===== src/rtl/core/bsva_pkg.sv =====
// Shared constants for the burst sync verify aligner.
package bsva_pkg;

	localparam int BURST_BITS_DEF      = 264;
	localparam int BITS_AFTER_SYNC_DEF = 108;
	localparam int QUEUE_DEPTH         = 2;

	localparam int SINCE_W = 10;
	localparam int TOL_W   = 4;
	localparam int KIND_W  = 4;
	localparam int IDX_W   = 6;

	localparam logic [SINCE_W-1:0] SINCE_MAX = 10'd1023;
	localparam logic [TOL_W-1:0]   TOL_RESET = 4'd1;

endpackage


===== src/rtl/core/bsva_front.sv =====
// Front end: bit history, sync position checking, lock tracking and burst capture.
module bsva_front import bsva_pkg::*; #(
	parameter int BURST_BITS      = BURST_BITS_DEF,
	parameter int BITS_AFTER_SYNC = BITS_AFTER_SYNC_DEF
) (
	input  logic                         clk,
	input  logic                         arst_n,
	input  logic                         accept,
	input  logic                         rx_bit,
	input  logic                         sync_hit,
	input  logic [KIND_W-1:0]            sync_kind,
	input  logic [TOL_W-1:0]             tolerance,
	output logic                         push,
	output logic [BURST_BITS+KIND_W-1:0] push_data
);

	localparam int FILL_W = $clog2(BURST_BITS + 1);
	localparam int CD_W   = $clog2(BITS_AFTER_SYNC + 1);

	logic [BURST_BITS-1:0] hist_q, hist_n;
	logic [FILL_W-1:0]     fill_q, fill_n;
	logic [SINCE_W-1:0]    since_q, since_n, pos_err;
	logic                  anchor_q, lock_q, lock_n, armed_q, armed_n;
	logic [CD_W-1:0]       cd_q, cd_n;
	logic [KIND_W-1:0]     kind_q, kind_n;
	logic                  completed, near, on_time;

	always_comb begin
		// The newest bit enters at the bottom, so the oldest bit sits at the top.
		hist_n = {hist_q[BURST_BITS-2:0], rx_bit};
		fill_n = (fill_q == FILL_W'(BURST_BITS)) ? fill_q : fill_q + 1'b1;
		since_n = (since_q < SINCE_MAX) ? since_q + 1'b1 : since_q;

		cd_n = cd_q;
		armed_n = armed_q;
		completed = 1'b0;
		if (armed_q && cd_q != '0) begin
			cd_n = cd_q - 1'b1;
			if (cd_n == '0) begin
				completed = 1'b1;
				armed_n = 1'b0;
			end
		end

		pos_err = (since_n >= SINCE_W'(BURST_BITS)) ? since_n - SINCE_W'(BURST_BITS)
		                                            : SINCE_W'(BURST_BITS) - since_n;
		near = pos_err <= SINCE_W'(tolerance);
		// The lock only exists behind an anchor, so this covers keep and confirm.
		on_time = anchor_q && near;

		lock_n = lock_q;
		kind_n = kind_q;
		if (sync_hit) begin
			if (on_time) begin
				lock_n = 1'b1;
				cd_n = CD_W'(BITS_AFTER_SYNC);
				armed_n = 1'b1;
				kind_n = sync_kind;
			end else begin
				lock_n = 1'b0;
				cd_n = '0;
				armed_n = 1'b0;
			end
		end
	end

	assign push = accept && completed && lock_n && (fill_n == FILL_W'(BURST_BITS));
	assign push_data = {kind_n, hist_n};

	always_ff @(posedge clk) begin
		if (accept) begin
			hist_q <= hist_n;
		end
	end

	always_ff @(posedge clk or negedge arst_n) begin
		if (!arst_n) begin
			fill_q <= '0;
			since_q <= '0;
			anchor_q <= 1'b0;
			lock_q <= 1'b0;
			cd_q <= '0;
			armed_q <= 1'b0;
			kind_q <= '0;
		end else if (accept) begin
			fill_q <= fill_n;
			since_q <= sync_hit ? '0 : since_n;
			anchor_q <= anchor_q | sync_hit;
			lock_q <= lock_n;
			cd_q <= cd_n;
			armed_q <= armed_n;
			kind_q <= kind_n;
		end
	end

	a_lock_needs_anchor: assert property (@(posedge clk) disable iff (!arst_n)
		lock_q |-> anchor_q) else $error("lock held without an anchor");

	a_armed_nonzero: assert property (@(posedge clk) disable iff (!arst_n)
		armed_q |-> (cd_q != '0)) else $error("countdown armed at zero");

endmodule


===== src/rtl/core/bsva_fifo.sv =====
// Short queue of captured bursts between the front end and the byte drain.
module bsva_fifo import bsva_pkg::*; #(
	parameter int WIDTH = BURST_BITS_DEF + KIND_W,
	parameter int DEPTH = QUEUE_DEPTH
) (
	input  logic             clk,
	input  logic             arst_n,
	input  logic             push,
	input  logic [WIDTH-1:0] push_data,
	input  logic             pop,
	output logic [WIDTH-1:0] head,
	output logic             full,
	output logic             not_empty
);

	localparam int PW = (DEPTH > 1) ? $clog2(DEPTH) : 1;
	localparam int CW = $clog2(DEPTH + 1);

	logic [WIDTH-1:0] entry_q [DEPTH];
	logic [PW-1:0]    wr_ptr_q, rd_ptr_q;
	logic [CW-1:0]    cnt_q;

	assign full = cnt_q == CW'(DEPTH);
	assign not_empty = cnt_q != '0;
	assign head = entry_q[rd_ptr_q];

	always_ff @(posedge clk) begin
		if (push) begin
			entry_q[wr_ptr_q] <= push_data;
		end
	end

	always_ff @(posedge clk or negedge arst_n) begin
		if (!arst_n) begin
			wr_ptr_q <= '0;
			rd_ptr_q <= '0;
			cnt_q <= '0;
		end else begin
			if (push) begin
				wr_ptr_q <= (wr_ptr_q == PW'(DEPTH - 1)) ? '0 : wr_ptr_q + 1'b1;
			end
			if (pop) begin
				rd_ptr_q <= (rd_ptr_q == PW'(DEPTH - 1)) ? '0 : rd_ptr_q + 1'b1;
			end
			if (push && !pop) begin
				cnt_q <= cnt_q + 1'b1;
			end else if (pop && !push) begin
				cnt_q <= cnt_q - 1'b1;
			end
		end
	end

	a_no_overflow: assert property (@(posedge clk) disable iff (!arst_n)
		push |-> (!full || pop)) else $error("burst queue overflow");

	a_no_underflow: assert property (@(posedge clk) disable iff (!arst_n)
		pop |-> not_empty) else $error("burst queue underflow");

endmodule


===== src/rtl/core/bsva_back.sv =====
// Byte drain: unpacks one captured burst into bytes, oldest bit first.
module bsva_back import bsva_pkg::*; #(
	parameter int BURST_BITS = BURST_BITS_DEF
) (
	input  logic                         clk,
	input  logic                         arst_n,
	input  logic [BURST_BITS+KIND_W-1:0] head,
	input  logic                         not_empty,
	output logic                         pop,
	output logic                         byte_valid,
	input  logic                         byte_stall,
	output logic [7:0]                   burst_byte,
	output logic [IDX_W-1:0]             byte_index,
	output logic                         last_byte,
	output logic [KIND_W-1:0]            burst_kind
);

	localparam int NBYTES = BURST_BITS / 8;

	logic [BURST_BITS-1:0] sh_q;
	logic [IDX_W-1:0]      idx_q;
	logic [KIND_W-1:0]     kind_q;
	logic                  busy_q;
	logic                  take;

	assign byte_valid = busy_q;
	assign burst_byte = sh_q[BURST_BITS-1 -: 8];
	assign byte_index = idx_q;
	assign last_byte = idx_q == IDX_W'(NBYTES - 1);
	assign burst_kind = kind_q;

	assign take = busy_q && !byte_stall;
	// A new burst loads in the same cycle the last byte of the old one leaves.
	assign pop = not_empty && (!busy_q || (take && last_byte));

	always_ff @(posedge clk) begin
		if (pop) begin
			sh_q <= head[BURST_BITS-1:0];
			kind_q <= head[BURST_BITS+KIND_W-1:BURST_BITS];
		end else if (take) begin
			sh_q <= {sh_q[BURST_BITS-9:0], 8'h00};
		end
	end

	always_ff @(posedge clk or negedge arst_n) begin
		if (!arst_n) begin
			busy_q <= 1'b0;
			idx_q <= '0;
		end else if (pop) begin
			busy_q <= 1'b1;
			idx_q <= '0;
		end else if (take) begin
			if (last_byte) begin
				busy_q <= 1'b0;
				idx_q <= '0;
			end else begin
				idx_q <= idx_q + 1'b1;
			end
		end
	end

	a_index_in_range: assert property (@(posedge clk) disable iff (!arst_n)
		busy_q |-> (idx_q < IDX_W'(NBYTES))) else $error("byte index past burst end");

endmodule


===== src/rtl/core/burst_sync_verify_aligner.sv =====
// Burst sync verify aligner: one received bit per item in, verified bursts out as bytes.
//
// Each accepted item carries one received bit plus the sync hit flag and sync type from an
// external correlator. The block keeps the last BURST_BITS bits and counts bits since the
// last sync hit. A hit that lands BURST_BITS bits after the previous one, give or take the
// position tolerance register (reset value 1), confirms or keeps the lock and starts a
// countdown of BITS_AFTER_SYNC bits; any other hit drops the lock and becomes the new
// reference point. When the countdown runs out while locked and the history is full, the
// history is captured and sent out as BURST_BITS/8 bytes, oldest bit in bit 7 of byte 0,
// each byte tagged with its index, a last flag and the sync type. Input items are taken
// at one per cycle with no pause on the cycle that captures a burst. The byte side emits
// one byte per cycle while byte_stall is low; captured bursts wait in a two-entry queue
// behind the byte drain register, and the input side stalls only while that queue is
// full, which happens only when the byte consumer holds off for long.
// The tolerance register should be written only while no burst is pending.
module burst_sync_verify_aligner import bsva_pkg::*; #(
	parameter int BURST_BITS      = BURST_BITS_DEF,
	parameter int BITS_AFTER_SYNC = BITS_AFTER_SYNC_DEF
) (
	input  logic              clk,
	input  logic              arst_n,
	input  logic              cfg_wen,
	input  logic [TOL_W-1:0]  cfg_wdata,
	input  logic              bit_valid,
	output logic              bit_stall,
	input  logic              rx_bit,
	input  logic              sync_hit,
	input  logic [KIND_W-1:0] sync_kind,
	output logic              byte_valid,
	input  logic              byte_stall,
	output logic [7:0]        burst_byte,
	output logic [IDX_W-1:0]  byte_index,
	output logic              last_byte,
	output logic [KIND_W-1:0] burst_kind
);

	localparam int EW = BURST_BITS + KIND_W;

	logic [TOL_W-1:0] tolerance_q;
	logic             bit_accept;
	logic             push, pop, full, not_empty;
	logic [EW-1:0]    push_data, head;

	// Position tolerance, the only configuration register.
	always_ff @(posedge clk or negedge arst_n) begin
		if (!arst_n) begin
			tolerance_q <= TOL_RESET;
		end else if (cfg_wen) begin
			tolerance_q <= cfg_wdata;
		end
	end

	// Holding off whenever the queue is full keeps a capture from ever being dropped.
	assign bit_stall = full;
	assign bit_accept = bit_valid && !full;

	bsva_front #(
		.BURST_BITS      (BURST_BITS),
		.BITS_AFTER_SYNC (BITS_AFTER_SYNC)
	) u_front (
		.clk       (clk),
		.arst_n    (arst_n),
		.accept    (bit_accept),
		.rx_bit    (rx_bit),
		.sync_hit  (sync_hit),
		.sync_kind (sync_kind),
		.tolerance (tolerance_q),
		.push      (push),
		.push_data (push_data)
	);

	bsva_fifo #(
		.WIDTH (EW),
		.DEPTH (QUEUE_DEPTH)
	) u_fifo (
		.clk       (clk),
		.arst_n    (arst_n),
		.push      (push),
		.push_data (push_data),
		.pop       (pop),
		.head      (head),
		.full      (full),
		.not_empty (not_empty)
	);

	bsva_back #(
		.BURST_BITS (BURST_BITS)
	) u_back (
		.clk        (clk),
		.arst_n     (arst_n),
		.head       (head),
		.not_empty  (not_empty),
		.pop        (pop),
		.byte_valid (byte_valid),
		.byte_stall (byte_stall),
		.burst_byte (burst_byte),
		.byte_index (byte_index),
		.last_byte  (last_byte),
		.burst_kind (burst_kind)
	);

endmodule


===== config.mk =====
export PLATFORM = sky130hd
export DESIGN_NAME = burst_sync_verify_aligner
export DESIGN_NICKNAME = d
export VERILOG_FILES = /design/src/rtl/core/bsva_pkg.sv /design/src/rtl/core/bsva_front.sv /design/src/rtl/core/bsva_fifo.sv /design/src/rtl/core/bsva_back.sv /design/src/rtl/core/burst_sync_verify_aligner.sv
export SDC_FILE = /design/constraint.sdc
export NUM_CORES = 1
export LEC_CHECK = 0
export BUFFER_PORTS_ARGS = -buffer_cell sky130_fd_sc_hd__buf_2
export CAP_MARGIN = 40
export CORE_ASPECT_RATIO = 0.7
export CORE_UTILIZATION = 40
export DETAILED_ROUTE_END_ITERATION = 10
export PLACE_DENSITY_LB_ADDON = 0.25
export SETUP_SLACK_MARGIN = 0.05
export SKIP_LAST_GASP = 1
export SLEW_MARGIN = 20
export SYNTH_ARGS = -nofsm -noshare
export SYNTH_HDL_FRONTEND = slang
export SYNTH_SLANG_ARGS = --single-unit
export TNS_END_PERCENT = 100

===== constraint.sdc =====
create_clock -name clk -period 21 [get_ports clk]
set_input_delay 2.1 -clock clk [delete_from_list [all_inputs] [get_ports clk]]
set_output_delay 2.1 -clock clk [all_outputs]
set_load 0.05 [all_outputs]

# After elaboration in Yosys (flattened, before gate mapping)
# Memories as Yosys holds them, arrays and structs flattened.
# Cells that the tools add are included.
# op_classes
div,0
n_eq_ne,4
order_cmp,3
reduce_logical,28
bitwise,1
n_mul,0
add_sub_neg,10
n_mux,30
shift,0
# ops
cell,n
264-bit two-way mux,2
10-bit two-way mux,3
7-bit two-way mux,3
9-bit equality test (second input constant),2
6-bit two-way mux,3
1-bit two-way mux,14
2-bit nonzero test,6
1-bit logical AND,11
10-bit by 1-bit adder with 10-bit output (second input constant),1
10-bit by 9-bit greater-or-equal comparator with 1-bit output (second input constant),1
10-bit by 4-bit <= comparator with 1-bit output,1
10-bit less-than comparator (second input constant),1
10-bit by 9-bit subtractor with 10-bit output (second input constant),1
9-bit by 10-bit subtractor with 10-bit output (first input constant),1
9-bit by 1-bit adder with 9-bit output (second input constant),1
9-bit two-way mux,1
4-bit two-way mux,2
7-bit logical NOT,1
7-bit nonzero test,1
7-bit by 1-bit subtractor with 7-bit output (second input constant),1
6-bit by 1-bit adder with 6-bit output (second input constant),1
6-bit equality test (second input constant),1
1-bit logical NOT,5
2-bit two-way mux,2
8 further kinds,10
# word_totals
ff_bits,579
mem_bits_ro,0
elab_cells,93
latch_bits,0
ram_bits,536
mem_count,1
# memory_table
memory,words,word_bits,rd,rd_ports_with_merged_regs,write_ports,line,rtl
u_fifo.entry_q,2,268,1,0,1,bsva_fifo.sv:19,logic [WIDTH-1:0] entry_q [DEPTH];

# Depth between registers and ports, before layout
# Gate-level depths: netlist of run 1.
# logic_depth
depth_word,14
depth_mapped,22
mapped_depth_nobuf,20

# Modules after synthesis
# Synthesis of run 1 repeated with hierarchy kept, for this count alone.
# unflattened
cells_unflattened,2034
hier_area_um2,43775.7
# modules_own_cells
mod,instances,seq_area_each_um2,area_per_inst_um2,cells_per_inst
bsva_fifo,1,16195.5,20359.5,850
bsva_back,1,8222.9,12703.4,618
bsva_front,1,8723.4,10560.1,557
burst_sync_verify_aligner,1,101.3,152.6,9

# Least setup slack after synthesis of run 1
# No wires, ideal clock.
# synth_path
path_kind,register -> register
start,reg u_front.since_q[1]
end,mem u_fifo.entry_q[0][0] in the netlist's numbering (enable)
period_less_slack_ns,16.505
slack_ns,4.495
stages_incl_launch_ff,20
arrival_ns,15.570
t_required_ns,20.066
cell_sequence,dfrtp_1 > ha_1 > buf_4 > and4_1 > buf_6 > and3_1 > clkbuf_1 > mux2i_1 > ha_1 > nor2_1 > a21oi_1 > ha_1 > nor2b_1 > o21a_1 > o211ai_1 > nand4_1 > nor3_1 > a32oi_4 > a211oi_4 > nor2b_1
# synth_between
elab_chain_cells,12
# synth_lines
item,line,rtl
start: declaration,bsva_front.sv:22,"logic [SINCE_W-1:0] since_q, since_n, pos_err;"
start signal: assignment,bsva_front.sv:87,since_q <= sync_hit ? '0 : since_n;
10-bit by 1-bit adder with 10-bit output / 10-bit less-than comparator (equally long branches),bsva_front.sv:32,since_n = (since_q < SINCE_MAX) ? since_q + 1'b1 : since_q;
10-bit two-way mux *,bsva_front.sv:32,
9-bit by 10-bit subtractor with 10-bit output (tied with other cells),bsva_front.sv:46,: SINCE_W'(BURST_BITS) - since_n;
10-bit two-way mux *,bsva_front.sv:45,pos_err = (since_n >= SINCE_W'(BURST_BITS)) ? since_n - SINCE_W'(BURST_BITS)
10-bit by 4-bit <= comparator with 1-bit output *,bsva_front.sv:47,near = pos_err <= SINCE_W'(tolerance);
1-bit logical AND *,bsva_front.sv:49,on_time = anchor_q && near;
1-bit two-way mux *,bsva_front.sv:54,if (on_time) begin
1-bit two-way mux *,bsva_front.sv:53,if (sync_hit) begin
1-bit logical AND * (2 in series),bsva_front.sv:67,assign push = accept && completed && lock_n && (fill_n == FILL_W'(BURST_BITS));
via push,burst_sync_verify_aligner.sv:41,"logic push, pop, full, not_empty;"
1-bit two-way mux *,bsva_fifo.sv:28,if (push) begin
1-bit two-way mux (implied by the code) *,bsva_fifo.sv:29,entry_q[wr_ptr_q] <= push_data;
end: declaration,bsva_fifo.sv:19,
# Mark *: on every way through the listed nets, which the timed path passes. The rest lies on a longest branch.

# Worst setup path in the final report of run 1
# layout_path
start,reg u_front.since_q[0]
end,mem u_fifo.entry_q[0][50] in the netlist's numbering (enable)
# The elaborated chain is that of the path after synthesis.

==> results of run 1 <==
cells by family after synthesis:
logic type	Yosys count
xor+xnor	25
flops	1115
compound gates	348
mux	280
buf+inv	135
simple gates	413
fa+ha+maj	16
flip-flops by register name, indices dropped and copies added (netlist names), 6 cells and up:
name               flops
u_front.fill_q         9
u_front.hist_q       263
u_back.sh_q          264
u_front.cd_q           7
u_fifo.entry_q       536
u_back.byte_index      6
u_front.since_q       10
power by group through the flow:
stage / Clock [uW] / Combinational, uW / Sequential (uW)
finish: 1860 / 189 / 2570
global route: 2000 / 215 / 2570
CTS: 1910 / 194 / 2570
detailed placement: 0 / 193 / 2610
global placement: 0 / 183 / 2610
floorplan: 0 / 115 / 2630
per-stage QoR:
stage / total power, uW / hold slack (ns) / setup WS (ns)
finish: 4610 / 0.449 / 13.46
global route: 4790 / 0.470 / 12.90
CTS: 4670 / 0.456 / 13.07
detailed placement: 2810 / 0.440 / 13.14
global placement: 2790 / 0.428 / 12.86
floorplan: 2750 / 0.421 / 4.50
Yosys cell counts, types with 9 or more instances:
cell type  count  share of area
a31oi_1       11         0.0017
buf_4          9         0.0017
dfrtp_1       47          0.029
nand2_1      299          0.028
xor2_1         9         0.0019
o21ai_0      277          0.034
mux2i_1      266          0.065
edfxtp_1    1067           0.79
mux2_2        14         0.0039
nor2_1        40         0.0037
ha_1          16         0.0049
clkbuf_1     100         0.0092
xnor2_1       16         0.0034
inv_1         19         0.0018
a21oi_1       18         0.0022
nand4_1       13         0.0020
nand3_1       16         0.0020
area by class of cell:
type / instances / share of cell area
clock inverters: 61 / 0.0139
diodes: 1 / 0.0000541
multi-input cells: 1082 / 0.150
repair buffers: 78 / 0.0198
inverters: 20 / 0.00195
well taps: 1336 / 0.0362
flip-flops and latches: 1115 / 0.719
clock buffers: 130 / 0.0591
worst paths after layout:
path	endpoint	slack [ns]	cells after the start
setup / recovery	u_fifo.entry_q[0][50]	13.46	21
hold / removal	u_fifo.entry_q[0][263]	0.45	0
max in group asynchronous	u_fifo.rd_ptr_q	19.01	2
setup reg to reg	u_fifo.entry_q[0][50]	13.46	21
min in group asynchronous	tolerance_q[1]	1.43	1
hold reg to reg	u_fifo.entry_q[0][263]	0.45	0
metal layers:
layer,part of all wire,global-route usage,vias to the layer above
met1,0.50,0.202,9544
met5,0,0,-
met3,0.039,0.0269,141
met4,0.024,0.0427,0
met2,0.44,0.199,365
li1,-,-,9028
==> out/summary.txt, run 1 <==
outcome: complete, no violations
Port Buf Inserts: 35
Root Driver: clkbuf_16
Synth Area in Adders: 0.00492
sequential share of the synthesized area: 0.817
number of global-route vias before repair: 19400
Layout Cells excl Fill: 3823
Die Area: 103000 sq um
first-pass GRT wire length: 110 mm
final hold vios: 0
Buf/Inv on CP: 5
Synth Area in Compound Gates: 0.0475
CTS tree: built
type of origin of the critical path: flop
Logic pwr share: 0.041
Area growth, synth to finish: 13.5%
GPL Wtd Cong: 0.802
dpl cells: 3628
drt drc: 0
hold path start: u_front.hist_q[262]
Detailed Routing Iterations Pass 1: 9
sw frac: 0.211
final instance area: 46200 sq um
Storage cell area: 33200 sq um
post-cts sizing count: 0
dpl cell area: 42800 sq um
final core utilization: 0.460
Sink Count: 1115
initial antenna violation count: 2
Worst EP required: 21.36 ns
clock latency on the worst-skew pair: 0.69 ns
site row count: 97
Mapped Area: 40700 sq um
Initial Util: 0.405
Yosys warning count: 0
clk buf depth: 3
wirelength, routed: 69.0 mm
Sw Pwr: 975 uW
sequential share of power: 0.556
Max Cap Violations: 0
Filler Cell Count: 8528
post-cts hold buffer count: 0
Avg Synthesized Cell Area: 17.5 sq um
core area: 100000 sq um
syn nets: 2363
Setup TNS: 0 ns
post-DP HPWL: 37.5 mm
Multi-input gate area: 6920 sq um
combinational family with the most area after synthesis: multiplexers
Total Routing Usage GR: 0.135
Post-Syn Instances: 2332
Tmin final: 7.54 ns
Die H: 269 microns
Async S/R FF share, synth: 0.0430
cell internal pwr: 3640 uW
clk_skew: 0.0275 ns
CP top delay family: simple AND/OR/NAND/NOR gates
Final setup viols: 0
fraction of layout cells with a size suffix above 1: 0.103
WL/cell: 18.1 microns
grt ovf: 0
Clock Power Share: 0.403
critical-path maximum fanout: 44
mux contribution to synthesized area: 0.0693
CP startpoint: u_front.since_q[0]
simple-gate share of the synthesized area: 0.0425
Antenna Nets Post-Route: 0
Power Density: 99.8 nW/um^2
xor/xnor share of the synthesized area: 0.00538
cell chain of the critical path: ha_1 > and4_1 > and3_1 > mux2i_1 > ha_1 > nor2_1 > a21oi_1 > ha_1 > nor2b_1 > o21a_1 > o211ai_1 > nand4_1 > nor3_1 > a32oi_4 > a211oi_4 > nor2b_4 > buf_4 > buf_4 > buf_16 > buf_4 > buf_16
Vias: 19100
Final Net Count: 2430
largest net degree at the start of global routing: 110
delay of the slowest critical-path stage: 0.65 ns
crit share post-route: 0.359
EDFF count, synth: 1067
Worst VDD drop: 75.0 uV
CTS buffer count: 102
ys flop type: edfxtp_1
DRT iter0 DRCs: 1658
Hold/Removal Path Class: reg2reg
RSZ-0062 raised after global routing: false
f_max: 0.133 GHz
reg2reg start: u_front.since_q[0]
io pins: 36
slew margin rel.: 0.421
slowest CP cell: nor2b_4
most common cell after layout, fill and taps aside: edfxtp_1
CP Class: reg2reg
vias per cell: 4.99
Final Slew Violations: 0
most frequent cells in the layout: edfxtp_1, nand2_1, o21ai_0, mux2i_1, clkbuf_16
Setup crit end kind: flop
Worst-path clk slew: 0.06 ns
Die Wd: 383 microns
slew of the pin with the lowest slew margin: 0.869 ns
Arrival @ worst endpoint: 7.89 ns
number of synthesized register bits: 1115
Netlist cell types: 59
postcts setup bufs: 0
P_leak: 0.0135 uW
CTS H-tree lvls: 3
Note: power is estimated with default switching activity, not from simulation.
==> run 2, diff against run 1 <==
==> constraint.sdc (replaced) <==
create_clock -name clk -period 7.6 [get_ports clk]
set_input_delay 0.76 -clock clk [delete_from_list [all_inputs] [get_ports clk]]
set_output_delay 0.76 -clock clk [all_outputs]
set_load 0.05 [all_outputs]
==> out/summary.txt, run 2 (synthesis gave the netlist of run 1 again) <==
outcome: finished with violations
failing checks: DRC
Port Buf Inserts: 35
Detailed Routing Iterations Pass 1: 10
hold path endpoint: tolerance_q[2]
DRT iter0 DRCs: 1440
worst setup margin: 1.73 ns
Arrival @ worst endpoint: 6.21 ns
hold path depth: 3
most frequent cells in the layout: edfxtp_1, nand2_1, o21ai_0, mux2i_1, clkbuf_16
reg2reg start: u_front.since_q[0]
Final Net Count: 2415
Setup crit end kind: flop
Die Wd: 383 microns
Vias: 19000
Area growth, synth to finish: 12.5%
slew of the pin with the lowest slew margin: 1.07 ns
core area: 100000 sq um
Die H: 269 microns
f_max: 0.170 GHz
Hold/Removal Path Class: in2reg
Largest register FFs: 536
Die Area: 103000 sq um
met3 usage: 0.0292
clock latency on the worst-skew pair: 0.69 ns
gr busiest metal: met1
RSZ-0062 raised after global routing: false
top flop regs: u_fifo.entry_q (536), u_back.sh_q (264), u_front.hist_q (263)
crit share post-route: 0.772
slew margin rel.: 0.286
R2R depth: 18
CP startpoint: u_front.since_q[0]
P_leak: 0.0133 uW
Power Density: 273 nW/um^2
CP Class: reg2reg
first-pass GRT wire length: 111 mm
CTS tree: built
hold path start: cfg_wdata[2]
flop2flop setup slack: 1.73 ns
final hold vios: 0
Largest Register: u_fifo.entry_q
CTS buffer count: 101
GPL Wtd Cong: 0.769
Tmin final: 5.87 ns
most common cell after layout, fill and taps aside: edfxtp_1
Worst-path clk slew: 0.06 ns
Ant. Diodes: 0
CTS H-tree lvls: 3
Layout Cells excl Fill: 3802
dpl cells: 3616
wirelength, routed: 68.8 mm
number of global-route vias before repair: 19500
worst r2r dst: u_fifo.entry_q[1][67]
Initial Util: 0.405
type of origin of the critical path: flop
initial antenna violation count: 0
Sink Count: 1115
Antenna Nets Post-Route: 0
largest net degree at the start of global routing: 234
Total Routing Usage GR: 0.136
drt drc: 1
Final Slew Violations: 0
grt ovf: 0
Filler Cell Count: 8556
post-DP HPWL: 34.9 mm
clk buf depth: 3
Final setup viols: 0
postcts setup bufs: 0
vias per cell: 5.00
io pins: 36
Worst EP required: 7.95 ns
Root Driver: clkbuf_16
Post-Place Setup Slack: 1.79 ns
site row count: 97
fraction of layout cells with a size suffix above 1: 0.0929
clk_skew: 0.0222 ns
M2 GR Usage: 0.200
Max Cap Violations: 0
Worst VDD drop: 170 uV
grt met1 use: 0.203
critical-path maximum fanout: 60
WL/cell: 18.1 microns
[run 2: changes by cell type in the layout (fill, tap and decap cells not counted), moves of 3 or more]
cell,delta
buf_16,-11
buf_4,-9
clkinv_1,+9
clkinv_2,-7
buf_12,+5
bufinv_16,-4
clkbuf_16,-3
clkbuf_8,-3
[run 2: where the power goes]
part	switching, uW	total [uW]	internal (uW)
sequential	121	7090	6970
clock	2210	4920	2700
combinational	361	513	152
total	2690	12500	9830
[run 2: how the worst max path moves through the flow]
stage,depth (start not counted),slack [ns],end
after floorplan,11,-0.58,u_back.sh_q[0]
after global placement,17,1.66,u_fifo.entry_q[1][262]
after detailed placement,18,1.79,u_fifo.entry_q[1][62]
after CTS,18,1.76,u_fifo.entry_q[1][65]
after global routing,18,1.43,u_fifo.entry_q[1][59]
final,18,1.73,u_fifo.entry_q[1][67]
[run 2: repair_timing]
action / CTS / global route
resized for setup: 0 / 0
endpoints found under the hold margin: 15 / 0
setup endpoints to repair: 0 / 0
hold buffers: 1 / 0
[run 2: worst max-delay path, cell delays in order, from the launching register on]
cell and delay, ns:
dfrtp_1 0.53, ha_1 0.41, and4_1 0.43, and3_1 0.36
mux2i_1 0.33, ha_1 0.28, nor2_1 0.12, a21oi_1 0.06
ha_1 0.30, nor2b_1 0.14, o21a_1 0.16, o211ai_1 0.16
nand4_1 0.26, nor3_2 0.29, a32oi_4 0.22, a211oi_4 0.35
and2_4 0.41, buf_16 0.27, buf_12 0.36
[run 2: area by class of cell]
| class | count | area [sq um] | area share |
|---|---|---|---|
| Clock inverter | 62 | 589 | 0.0129 |
| Clock buffer | 123 | 2610 | 0.0570 |
| Tap cell | 1336 | 1670 | 0.0365 |
| Timing Repair Buffer | 64 | 653 | 0.0143 |
| Sequential cell | 1115 | 33200 | 0.726 |
| Inverter | 20 | 90.1 | 0.00197 |
| Multi-Input combinational cell | 1082 | 6930 | 0.151 |
[run 2: layer usage]
metal | wire length [microns] | part of all wire | up-vias
li1 | - | - | 8957
met5 | 0 | 0 | -
met2 | 29700 | 0.43 | 337
met1 | 35000 | 0.51 | 9604
met3 | 2580 | 0.037 | 122
met4 | 1410 | 0.021 | 0
[run 2: per-stage QoR]
step,area [sq um],hold slack [ns],setup TNS [ns],utilization,power (uW)
2_1_floorplan,40700,0.421,-291.82,-,7580
3_3_place_gp,42400,0.434,0,0.422,7710
3_5_place_dp,42600,0.440,0,0.424,7740
4_1_cts,45800,0.235,0,0.456,12700
5_1_grt,45800,0.253,0,0.456,13000
6_report,45800,0.290,0,0.456,12500
